**src/bsr_pkg.sv**
```systemverilog
// bsr_pkg: shared widths, status codes and the result type of the bisection
// square root core. No dependencies.
`timescale 1ns / 1ps
`default_nettype none

package bsr_pkg;

    localparam int DATA_W   = 32;
    localparam int SQ_W     = 2 * DATA_W;
    localparam int STEP_W   = 7;
    localparam int STATUS_W = 2;

    localparam logic [STATUS_W-1:0] STATUS_TOL   = 2'd0;
    localparam logic [STATUS_W-1:0] STATUS_EXACT = 2'd1;
    localparam logic [STATUS_W-1:0] STATUS_CAP   = 2'd2;

    typedef struct packed {
        logic [STATUS_W-1:0] status;
        logic [DATA_W-1:0]   root;
    } t_result;

endpackage

`default_nettype wire

```
**src/bsr_square.sv**
```systemverilog
// bsr_square: shared registered squaring unit, one 32 x 32 product per cycle.
// Depends on bsr_pkg.
`timescale 1ns / 1ps
`default_nettype none

module bsr_square (
    input  wire logic                      i_clk,
    input  wire logic [bsr_pkg::DATA_W-1:0] i_a,
    output logic      [bsr_pkg::SQ_W-1:0]   o_sq
);
    import bsr_pkg::*;

    logic [SQ_W-1:0] r_sq;
    logic [SQ_W-1:0] n_sq;

    assign n_sq = SQ_W'(i_a) * SQ_W'(i_a);

    always_ff @(posedge i_clk) begin
        r_sq <= n_sq;
    end

    assign o_sq = r_sq;

endmodule

`default_nettype wire

```
**src/bsr_seq.sv**
```systemverilog
// bsr_seq: bisection sequencer, bracket registers and tolerance register.
// Drives the shared squaring unit; depends on bsr_pkg.
`timescale 1ns / 1ps
`default_nettype none

module bsr_seq #(
    parameter int MAX_ITERS = 64,
    parameter int FRAC_BITS = 16
) (
    input  wire logic                       i_clk,
    input  wire logic                       i_rst_n,
    input  wire logic                       i_cfg_we,
    input  wire logic [bsr_pkg::DATA_W-1:0] i_cfg_wdata,
    input  wire logic                       i_in_valid,
    output logic                            o_in_ready,
    input  wire logic [bsr_pkg::DATA_W-1:0] i_in_value,
    output logic      [bsr_pkg::DATA_W-1:0] o_mul_a,
    input  wire logic [bsr_pkg::SQ_W-1:0]   i_sq,
    output logic                            o_res_valid,
    input  wire logic                       i_res_ready,
    output bsr_pkg::t_result                o_res
);
    import bsr_pkg::*;

    typedef enum logic [6:0] {
        S_IDLE    = 7'b0000001,
        S_MUL_LO  = 7'b0000010,
        S_MUL_HI  = 7'b0000100,
        S_CHK_LO  = 7'b0001000,
        S_CHK_HI  = 7'b0010000,
        S_CHK_MID = 7'b0100000,
        S_DONE    = 7'b1000000
    } t_state;

    localparam logic [DATA_W-1:0] ONE      = DATA_W'(1) << FRAC_BITS;
    localparam logic [STEP_W-1:0] STEP_MAX = STEP_W'(MAX_ITERS);

    t_state            r_state, n_state;
    logic [DATA_W-1:0] r_tol, n_tol;
    logic [DATA_W-1:0] r_low, n_low;
    logic [DATA_W-1:0] r_high, n_high;
    logic [DATA_W-1:0] r_mid, n_mid;
    logic [STEP_W-1:0] r_step, n_step;
    logic              r_init, n_init;
    logic [SQ_W-1:0]   r_target, n_target;
    t_result           r_res, n_res;

    logic [SQ_W-1:0]   w_tol_sh;
    logic              w_sq_gt;
    logic [SQ_W-1:0]   w_diff;
    logic [DATA_W-1:0] w_mid_lo;
    logic [DATA_W-1:0] w_mid_hi;
    logic [DATA_W-1:0] w_start_hi;

    assign w_tol_sh   = SQ_W'(r_tol) << FRAC_BITS;
    assign w_sq_gt    = i_sq > r_target;
    assign w_diff     = w_sq_gt ? (i_sq - r_target) : (r_target - i_sq);
    // both candidate midpoints are formed ahead of the compare
    assign w_mid_lo   = DATA_W'(((DATA_W+1)'(r_low) + (DATA_W+1)'(r_mid)) >> 1);
    assign w_mid_hi   = DATA_W'(((DATA_W+1)'(r_mid) + (DATA_W+1)'(r_high)) >> 1);
    assign w_start_hi = (i_in_value > ONE) ? i_in_value : ONE;

    always_comb begin
        n_state  = r_state;
        n_tol    = r_tol;
        n_low    = r_low;
        n_high   = r_high;
        n_mid    = r_mid;
        n_step   = r_step;
        n_init   = r_init;
        n_target = r_target;
        n_res    = r_res;
        o_mul_a  = r_mid;

        if (i_cfg_we) begin
            n_tol = i_cfg_wdata;
        end

        case (r_state)
            S_IDLE: begin
                if (i_in_valid) begin
                    n_low    = '0;
                    n_high   = w_start_hi;
                    n_mid    = w_start_hi >> 1;
                    n_step   = '0;
                    n_init   = 1'b1;
                    n_target = SQ_W'(i_in_value) << FRAC_BITS;
                    n_state  = S_MUL_LO;
                end
            end
            S_MUL_LO: begin
                o_mul_a = r_low;
                n_state = S_CHK_LO;
            end
            S_MUL_HI: begin
                o_mul_a = r_high;
                n_state = S_CHK_HI;
            end
            S_CHK_LO: begin
                // first pass also checks the upper end before the midpoint
                o_mul_a = r_init ? r_high : r_mid;
                if (i_sq == r_target) begin
                    n_res.root   = r_low;
                    n_res.status = STATUS_EXACT;
                    n_state      = S_DONE;
                end else if (r_init) begin
                    n_init  = 1'b0;
                    n_state = S_CHK_HI;
                end else begin
                    n_state = S_CHK_MID;
                end
            end
            S_CHK_HI: begin
                o_mul_a = r_mid;
                if (i_sq == r_target) begin
                    n_res.root   = r_high;
                    n_res.status = STATUS_EXACT;
                    n_state      = S_DONE;
                end else begin
                    n_state = S_CHK_MID;
                end
            end
            S_CHK_MID: begin
                if (w_diff <= w_tol_sh) begin
                    n_res.root   = r_mid;
                    n_res.status = STATUS_TOL;
                    n_state      = S_DONE;
                end else if (r_step >= STEP_MAX) begin
                    n_res.root   = r_mid;
                    n_res.status = STATUS_CAP;
                    n_state      = S_DONE;
                end else if (w_sq_gt) begin
                    // only the moved end needs its exact check again
                    n_high  = r_mid;
                    n_mid   = w_mid_lo;
                    n_step  = r_step + STEP_W'(1);
                    n_state = S_MUL_HI;
                end else begin
                    n_low   = r_mid;
                    n_mid   = w_mid_hi;
                    n_step  = r_step + STEP_W'(1);
                    n_state = S_MUL_LO;
                end
            end
            S_DONE: begin
                if (i_res_ready) begin
                    n_state = S_IDLE;
                end
            end
            default: begin
                n_state = S_IDLE;
            end
        endcase
    end

    always_ff @(posedge i_clk) begin
        if (!i_rst_n) begin
            r_state <= S_IDLE;
            r_tol   <= DATA_W'(66);
            r_low   <= '0;
            r_high  <= '0;
            r_mid   <= '0;
            r_step  <= '0;
            r_init  <= 1'b0;
        end else begin
            r_state <= n_state;
            r_tol   <= n_tol;
            r_low   <= n_low;
            r_high  <= n_high;
            r_mid   <= n_mid;
            r_step  <= n_step;
            r_init  <= n_init;
        end
    end

    always_ff @(posedge i_clk) begin
        r_target <= n_target;
        r_res    <= n_res;
    end

    assign o_in_ready  = (r_state == S_IDLE);
    assign o_res_valid = (r_state == S_DONE);
    assign o_res       = r_res;

    a_bracket_order: assert property (@(posedge i_clk) disable iff (!i_rst_n)
        (r_low <= r_mid) && (r_mid <= r_high))
        else $error("bracket out of order");

    a_step_bound: assert property (@(posedge i_clk) disable iff (!i_rst_n)
        r_step <= STEP_MAX)
        else $error("step count past cap");

    a_cap_steps: assert property (@(posedge i_clk) disable iff (!i_rst_n)
        (o_res_valid && (r_res.status == STATUS_CAP)) |-> (r_step == STEP_MAX))
        else $error("cap status before all steps taken");

    a_start: assert property (@(posedge i_clk) disable iff (!i_rst_n)
        (o_in_ready && i_in_valid) |=> (r_state == S_MUL_LO) && (r_low == '0))
        else $error("accepted beat did not start a run");

endmodule

`default_nettype wire

```
**src/bisection_square_root_core.sv**
```systemverilog
// bisection_square_root_core: top level, stream ports, output register.
// Instantiates bsr_seq and bsr_square; depends on bsr_pkg.
//
// Usage:
//   s_axis carries one radicand per beat in tdata (unsigned, FRAC_BITS fraction
//   bits). m_axis returns one result per input beat: the root in tdata and a
//   status code in tuser (0 within tolerance, 1 exact bracket end, 2 step cap).
//   The tolerance register is written with i_cfg_we / i_cfg_wdata; the user
//   must write it only while idle, as the core does not enforce this. The
//   core takes one beat at a time. Each bisection step uses the single shared
//   squaring unit (square, compare end, compare midpoint); start-up first
//   squares and checks both bracket ends, and S_DONE hands over the result.
//   s_axis_tready is high only while the sequencer is idle; a finished result
//   moves into the output register, so the next beat is taken even while
//   m_axis is stalled, as long as that register is free or draining.
//   While that register is full and stalled, results wait in the sequencer.
//   Reset (synchronous, active low) clears the output valid and the bracket,
//   returns the sequencer to idle and sets the tolerance to 66.
`timescale 1ns / 1ps
`default_nettype none

module bisection_square_root_core #(
    parameter int MAX_ITERS = 64,
    parameter int FRAC_BITS = 16
) (
    input  wire logic        i_clk,
    input  wire logic        i_rst_n,
    input  wire logic        i_cfg_we,
    input  wire logic [31:0] i_cfg_wdata,
    input  wire logic        s_axis_tvalid,
    output logic             s_axis_tready,
    input  wire logic [31:0] s_axis_tdata,   // [31:0] value
    output logic             m_axis_tvalid,
    input  wire logic        m_axis_tready,
    output logic      [31:0] m_axis_tdata,   // [31:0] root
    output logic      [1:0]  m_axis_tuser    // [1:0] status
);
    import bsr_pkg::*;

    logic [DATA_W-1:0] w_mul_a;
    logic [SQ_W-1:0]   w_sq;
    logic              w_res_valid;
    logic              w_res_ready;
    t_result           w_res;

    logic              r_out_valid, n_out_valid;
    t_result           r_out, n_out;

    bsr_seq #(
        .MAX_ITERS (MAX_ITERS),
        .FRAC_BITS (FRAC_BITS)
    ) u_seq (
        .i_clk       (i_clk),
        .i_rst_n     (i_rst_n),
        .i_cfg_we    (i_cfg_we),
        .i_cfg_wdata (i_cfg_wdata),
        .i_in_valid  (s_axis_tvalid),
        .o_in_ready  (s_axis_tready),
        .i_in_value  (s_axis_tdata),
        .o_mul_a     (w_mul_a),
        .i_sq        (w_sq),
        .o_res_valid (w_res_valid),
        .i_res_ready (w_res_ready),
        .o_res       (w_res)
    );

    bsr_square u_square (
        .i_clk (i_clk),
        .i_a   (w_mul_a),
        .o_sq  (w_sq)
    );

    // output register is free when empty or when its beat leaves this cycle
    assign w_res_ready = !r_out_valid || m_axis_tready;

    always_comb begin
        n_out_valid = r_out_valid;
        n_out       = r_out;
        if (w_res_valid && w_res_ready) begin
            n_out_valid = 1'b1;
            n_out       = w_res;
        end else if (m_axis_tready) begin
            n_out_valid = 1'b0;
        end
    end

    always_ff @(posedge i_clk) begin
        if (!i_rst_n) begin
            r_out_valid <= 1'b0;
        end else begin
            r_out_valid <= n_out_valid;
        end
    end

    always_ff @(posedge i_clk) begin
        r_out <= n_out;
    end

    assign m_axis_tvalid = r_out_valid;
    assign m_axis_tdata  = r_out.root;
    assign m_axis_tuser  = r_out.status;

endmodule

`default_nettype wire

```
**config.mk**
```make
export PLATFORM = sky130hd
export DESIGN_NAME = bisection_square_root_core
export DESIGN_NICKNAME = d
export VERILOG_FILES = /design/src/bsr_pkg.sv /design/src/bsr_square.sv /design/src/bsr_seq.sv /design/src/bisection_square_root_core.sv
export SDC_FILE = /design/constraint.sdc
export NUM_CORES = 2
export LEC_CHECK = 0
export ABC_AREA = 1
export BUFFER_PORTS_ARGS = -buffer_cell sky130_fd_sc_hd__buf_2
export CORE_AREA = 5 5 547 333
export DETAILED_ROUTE_END_ITERATION = 7
export DIE_AREA = 0 0 552 338
export SYNTH_ARGS = -nofsm -noshare
export SYNTH_HDL_FRONTEND = slang
export SYNTH_HIERARCHICAL = 1
export SYNTH_SLANG_ARGS = --single-unit
```
**constraint.sdc**
```tcl
create_clock -name i_clk -period 12.3 [get_ports i_clk]
set_input_delay 0.615 -clock i_clk [delete_from_list [all_inputs] [get_ports i_clk]]
set_output_delay 0.615 -clock i_clk [all_outputs]
set_load 0.05 [all_outputs]
```
**Yosys cells after proc, flatten, opt, wreduce, memory -nomap -nowiden**

Cells that the tools add are included.
W data, S select, Z words.

- Flip-flop bits (word level): 308
- Output and inout port bits: 36
- Logic and storage cells: 98

- Add/sub/neg operators: 5
- $mul: 1
- Magnitude comparators: 4
- Equal/unequal tests: 18
- Muxes and demuxes: 42
- Reduce and logical (&&, ||, !) cells: 14

Operators by type and width:

| kind | count |
|---|---|
| $mux W32 | 14 |
| $pmux W32 S2 | 3 |
| $mux W34 | 4 |
| $pmux W34 S3 | 1 |
| $pmux W32 S3 | 1 |
| $add A32 B32 Y33 | 2 |
| $eq A64 B48 Y1 | 1 |
| $gt A64 B48 Y1 | 1 |
| $le A64 B48 Y1 | 1 |
| $mul A32 B32 Y64 | 1 |
| $mux W64 | 1 |
| $sub A48 B64 Y64 | 1 |
| $sub A64 B48 Y64 | 1 |
| $mux W7 | 9 |
| $pmux W7 S7 | 1 |
| $gt A32 B17 Y1 const B | 1 |
| $pmux W7 S2 | 1 |
| $ne A2 B2 Y1 const B | 5 |
| $reduce_and A5 Y1 | 2 |
| $ne A2 B1 Y1 const B | 4 |
| $reduce_and A4 Y1 | 2 |
| $add A7 B1 Y7 const B | 1 |
| $eq A7 B1 Y1 const B | 1 |
| $eq A7 B2 Y1 const B | 1 |
| 18 further kinds | 24 |

**Depth between registers and ports, before layout**

- Word-level depth: 5
- Mapped depth: 41
- Depth with buffers taken out: 38

**Modules after synthesis**

The synthesis kept the hierarchy.

Modules (own cells, without submodules):

| module | instances | cells an instance | area each (um^2) |
|---|---|---|---|
| bsr_square | 1 | 4144 | 33045.4 |
| bsr_seq | 1 | 3022 | 18380.1 |
| bisection_square_root_core | 1 | 41 | 1072.3 |

**Least setup slack after synthesis**

OpenSTA, ideal clock, no wires.

- Kind: reg-to-reg
- Start point: reg u_seq.r_state[4]
- End point: reg u_square.r_sq[39], in the netlist u_square/o_sq[39]
- Setup time: 112 ps
- Arrival: 7685 ps
- Setup slack: 4502 ps
- Cell stages (with the launch flop): 36
- Path buffers: 3
- Path through: dfxtp_1 -> nor2_1 -> inv_1 -> nor2_1 -> nand2_1 -> or2_2 -> nand2_1 -> clkbuf_1 -> nand2_1 -> o221ai_1 -> clkbuf_1 -> buf_1 -> nand2_1 -> fa_1 -> inv_1 -> fa_1 -> inv_1 -> fa_1 -> fa_1 -> inv_1 -> fa_1 -> inv_1 -> fa_1 -> inv_1 -> fa_1 -> fa_1 -> ha_1 -> nand2_1 -> nor2_1 -> nand2_1 -> inv_1 -> nand4_1 -> nand3_2 -> nand3_1 -> nand3_1 -> nand2_1

- Longest elaborated chain between the ends: 3

RTL lines:

| element | line | RTL |
|---|---|---|
| from (decl) | bsr_seq.sv:38 | `t_state r_state, n_state;` |
| from (signal assigned) | bsr_seq.sv:166 | `r_state <= n_state;` |
| $eq A7 B4 Y1, or another cell as far along | bsr_seq.sv:79 | `case (r_state)` |
| $pmux W32 S3 (*) | bsr_seq.sv:79 |  |
| named net w_mul_a[14] | bisection_square_root_core.sv:40 | `logic [DATA_W-1:0] w_mul_a;` |
| $mul A32 B32 Y64 (*) | bsr_square.sv:16 | `assign n_sq = SQ_W'(i_a) * SQ_W'(i_a);` |
| named net u_square.n_sq[39] | bsr_square.sv:14 | `logic [SQ_W-1:0] n_sq;` |
| to (signal assigned) | bsr_square.sv:19 | `r_sq <= n_sq;` |
| to (decl) | bsr_square.sv:13 | `logic [SQ_W-1:0] r_sq;` |

The timed path passes the listed nets; every way through them passes the cells marked *.
A chain may end at the register's enable or synchronous reset.

**Worst setup path after layout**

- Start point: reg u_seq.r_state[4]
- End point: reg u_square.r_sq[48], in the netlist u_square/o_sq[48]

The elaborated chain is that of the path after synthesis.

==> results.py <==
metrics = {
    "route": {
        "route.detailed.vias_per_inst": 4.69,
        "detailroute.via_count": 45100,
        "initialDrtViolationCount": 4433,
        "dr.max_layer_used": "met4",
        "met2_wire_len_um": 65400,
        "detail-route-antenna-nets": 0,
        "post-route-drc-count": 0,
        "first_pass_iters": 7,
        "met3_wl_um": 22800,
        "met1Wirelength_um": 92700,
        "drt-total-wl_um": 183000,
        "avgRoutedWirePerCell_um": 19.0,
    },
    "synthesis": {
        "synth_top_cells_by_area": "sky130_fd_sc_hd__fa_1, sky130_fd_sc_hd__inv_1, sky130_fd_sc_hd__nand2_1",
        "cell_with_the_most_instances_after_synthesis": "sky130_fd_sc_hd__inv_1",
        "synth_nets": 8496,
        "synth_compound_area_share_pct": 6.51,
        "synth-xor-area-share_pct": 2.02,
        "yosys_most_used_dff": "sky130_fd_sc_hd__dfxtp_1",
        "yosys.area_share.simple_pct": 21.8,
        "synth_largest_area_cell": "sky130_fd_sc_hd__fa_1",
        "synthTopCellsByCount": "sky130_fd_sc_hd__inv_1, sky130_fd_sc_hd__nand2_1, sky130_fd_sc_hd__fa_1",
        "mappedNetlistArea_um2": 52500,
        "synth_async_sr_flop_share_pct": 0,
        "synth_adder_area_share_pct": 40.4,
        "synth_mux_area_share_pct": 0,
        "netlist-cell-type-count": 59,
        "yosysTopAreaCellShare_pct": 30.3,
        "sequential_cell_area_fraction_in_the_yosys_report_pct": 13.6,
        "ys_warn_count": 6,
        "flip_flop_and_latch_count_after_synthesis": 307,
        "synthesis.instances": 7207,
        "synth_top_family_by_area": "adder cells",
        "synthesis.area_per_instance_um2": 7.28,
        "synth_edf_count": 100,
    },
    "sta": {
        "layout_min_cycle_time_ps": 10040,
        "fmax_mhz": 99.6,
        "slew_viol_final": 0,
        "period_share_pct": 81.6,
        "unrepaired_setup_endpoints_after_global_routing": "false",
        "setup_tns_final_ps": 0,
        "setup_viol": 0,
        "hold_violations": 0,
        "tightestPinTransition_ps": 1130,
        "clock_skew_ps": 33.4,
        "tightest_slew_margin_relative_to_the_limit_pct": 24.7,
    },
    "cts": {
        "cts-resized-gates": 0,
        "clock_sinks": 307,
        "clock_insertion_delay_worst_skew_ps": 660,
        "worst_setup_hold_path_clk_slew_ps": 80,
        "cts.root.buffer_cell": "sky130_fd_sc_hd__clkbuf_16",
        "htree_levels": 1,
        "cts-root-to-sink-buffers": 3,
        "cts-hold-fix-buffers": 0,
        "cts_tree": "done",
        "cts_setup_buffers": 0,
        "numCtsBuffers": 30,
    },
    "grt": {
        "global_route_usage_over_all_layers_pct": 19.4,
        "number_of_global_route_vias_before_repair": 44300,
        "antenna_found_initial": 8,
        "grt_remaining_overflow": 0,
        "grt_max_degree": 67,
        "grt_first_pass_wirelength_um": 277000,
    },
    "placed_design": {
        "place.detailed.instances": 9556,
        "detailed_place.area_um2": 56200,
        "post-dp-hpwl_um": 154000,
        "gp_congestion": 1.00,
        "port_buffer_count": 104,
    },
    "floorplanning": {
        "num_io_pins": 105,
        "die_h_um": 338,
        "start_util_pct": 29.7,
        "die_x_um": 552,
        "design.core.area_um2": 177000,
        "placement_rows": 120,
        "floorplan.die_area_um2": 187000,
    },
    "critical_path": {
        "setup.reg_to_reg.worst_slack_ps": 2260,
        "max_stage_delay_ps": 690,
        "critical_path.max_fanout": 21,
        "start_kind": "flip-flop",
        "worst_setup_path_end_kind": "flip-flop",
        "timing.setup.critical_path_class": "flip-flop to flip-flop",
        "family_of_cells_with_the_greatest_summed_delay_on_the_critical_path": "adder cells",
        "critPathBufInv": 10,
        "critPathArrivalTime_ps": 10580,
        "crit_path_frequent_cell": "sky130_fd_sc_hd__fa_1",
        "endpoint_required_time_on_the_critical_path_ps": 12840,
        "critPathSlowestCell": "sky130_fd_sc_hd__a21oi_1",
    },
    "layout": {
        "fillerInstances": 19200,
        "finish.instance_area_um2": 57300,
        "final_cells": 9615,
        "post_route_cells_drive_above_1_share_pct": 5.02,
        "nNetsFinal": 8498,
        "area_growth_syn_to_layout_pct": 9.09,
    },
    "hold_path": {
        "hold_path_class": "input pin to flip-flop",
    },
    "status": {
        "run_status": "completed",
    },
    "job": {
        "drv_cap": 0,
    },
}
layout make-up:
cell class,instances,area (um2),share of cell area [%]
Timing Repair Buffer,161,951,1.66
Multi-Input combinational cell,4743,37800,65.9
Inverter,1966,7380,12.9
Sequential cell,307,7150,12.5
Tap cell,2379,2980,5.20
Clock inverter,21,283,0.494
Clock buffer,34,766,1.34
Antenna cell,4,10.0,0.0175
flip-flops by register name (all words and copies together) (netlist names):
name	cells
m_axis_tdata	32
m_axis_tuser	2
m_axis_tvalid	1
u_seq/o_res	34
u_seq/r_high	32
u_seq/r_init	1
u_seq/r_low	32
u_seq/r_mid	32
u_seq/r_state	7
u_seq/r_step	7
u_seq/r_target	32
u_seq/r_tol	32
u_square/o_sq	63
worst paths after layout:
check | from | endpoint | cells past startpoint
min reg2reg | u_seq/o_res[25]$_DFFE_PP_ | m_axis_tdata[25]$_DFFE_PP_ | 0
max reg2reg | u_seq/r_state[4]$_SDFFE_PN0P_ | u_square/o_sq[48]$_DFF_P_ | 34
min | i_cfg_wdata[1] | u_seq/r_tol[1]$_SDFFE_PN1P_ | 3
max | u_seq/r_state[4]$_SDFFE_PN0P_ | u_square/o_sq[48]$_DFF_P_ | 34
cells in the final DEF (no fill, tap or decap), types with 58 or more instances in the layout:
cell type	instances
sky130_fd_sc_hd__buf_2	103
sky130_fd_sc_hd__a21oi_1	228
sky130_fd_sc_hd__fa_1	794
sky130_fd_sc_hd__dfxtp_1	207
sky130_fd_sc_hd__nor2_1	524
sky130_fd_sc_hd__xor2_1	86
sky130_fd_sc_hd__buf_4	58
sky130_fd_sc_hd__nand3_1	156
sky130_fd_sc_hd__inv_1	1950
sky130_fd_sc_hd__edfxtp_1	100
sky130_fd_sc_hd__o21ai_0	164
sky130_fd_sc_hd__ha_1	426
sky130_fd_sc_hd__nand2_1	1927
metal layers:
metal  GRT usage, %  vias to the layer above
met5              0                        -
met4           2.05                        0
met3           6.88                      119
met2           24.9                     1884
met1           31.1                    21800
li1               -                    21300
stage by stage:
step / utilization [%] / hold slack, ps / worst slack (ps)
final: 32.4 / 199 / 2260
after global routing: 32.4 / 171 / 1910
after CTS: 32.4 / 150 / 2550
after detailed placement: 31.8 / 405 / 2570
after global placement: 31.8 / 404 / 2660
after floorplan: - / 400 / 4500
worst register-to-register path: cells and delay by family (launching register included):
| family | cells | cell delay, ps |
|---|---|---|
| AOI/OAI and AO/OA | 4 | 1530 |
| and+or+nand+nor | 11 | 2070 |
| buffers and inverters | 10 | 1550 |
| DFF | 1 | 320 |
| adders and majority gates | 9 | 4440 |
cells by family (layout without fill, tap and decap cells):
kind of cell / count (synthesis) / after routing
other cells: 1 / 5
fa+ha+maj: 1220 / 1220
flops: 307 / 307
simple gates: 2821 / 2821
xor+xnor: 121 / 121
buf+inv: 2157 / 2182
compound gates: 580 / 580
Power is left out: the tool's default activity adds up to more than one toggle a clock period on the data nets, which glitch-free logic cannot reach.
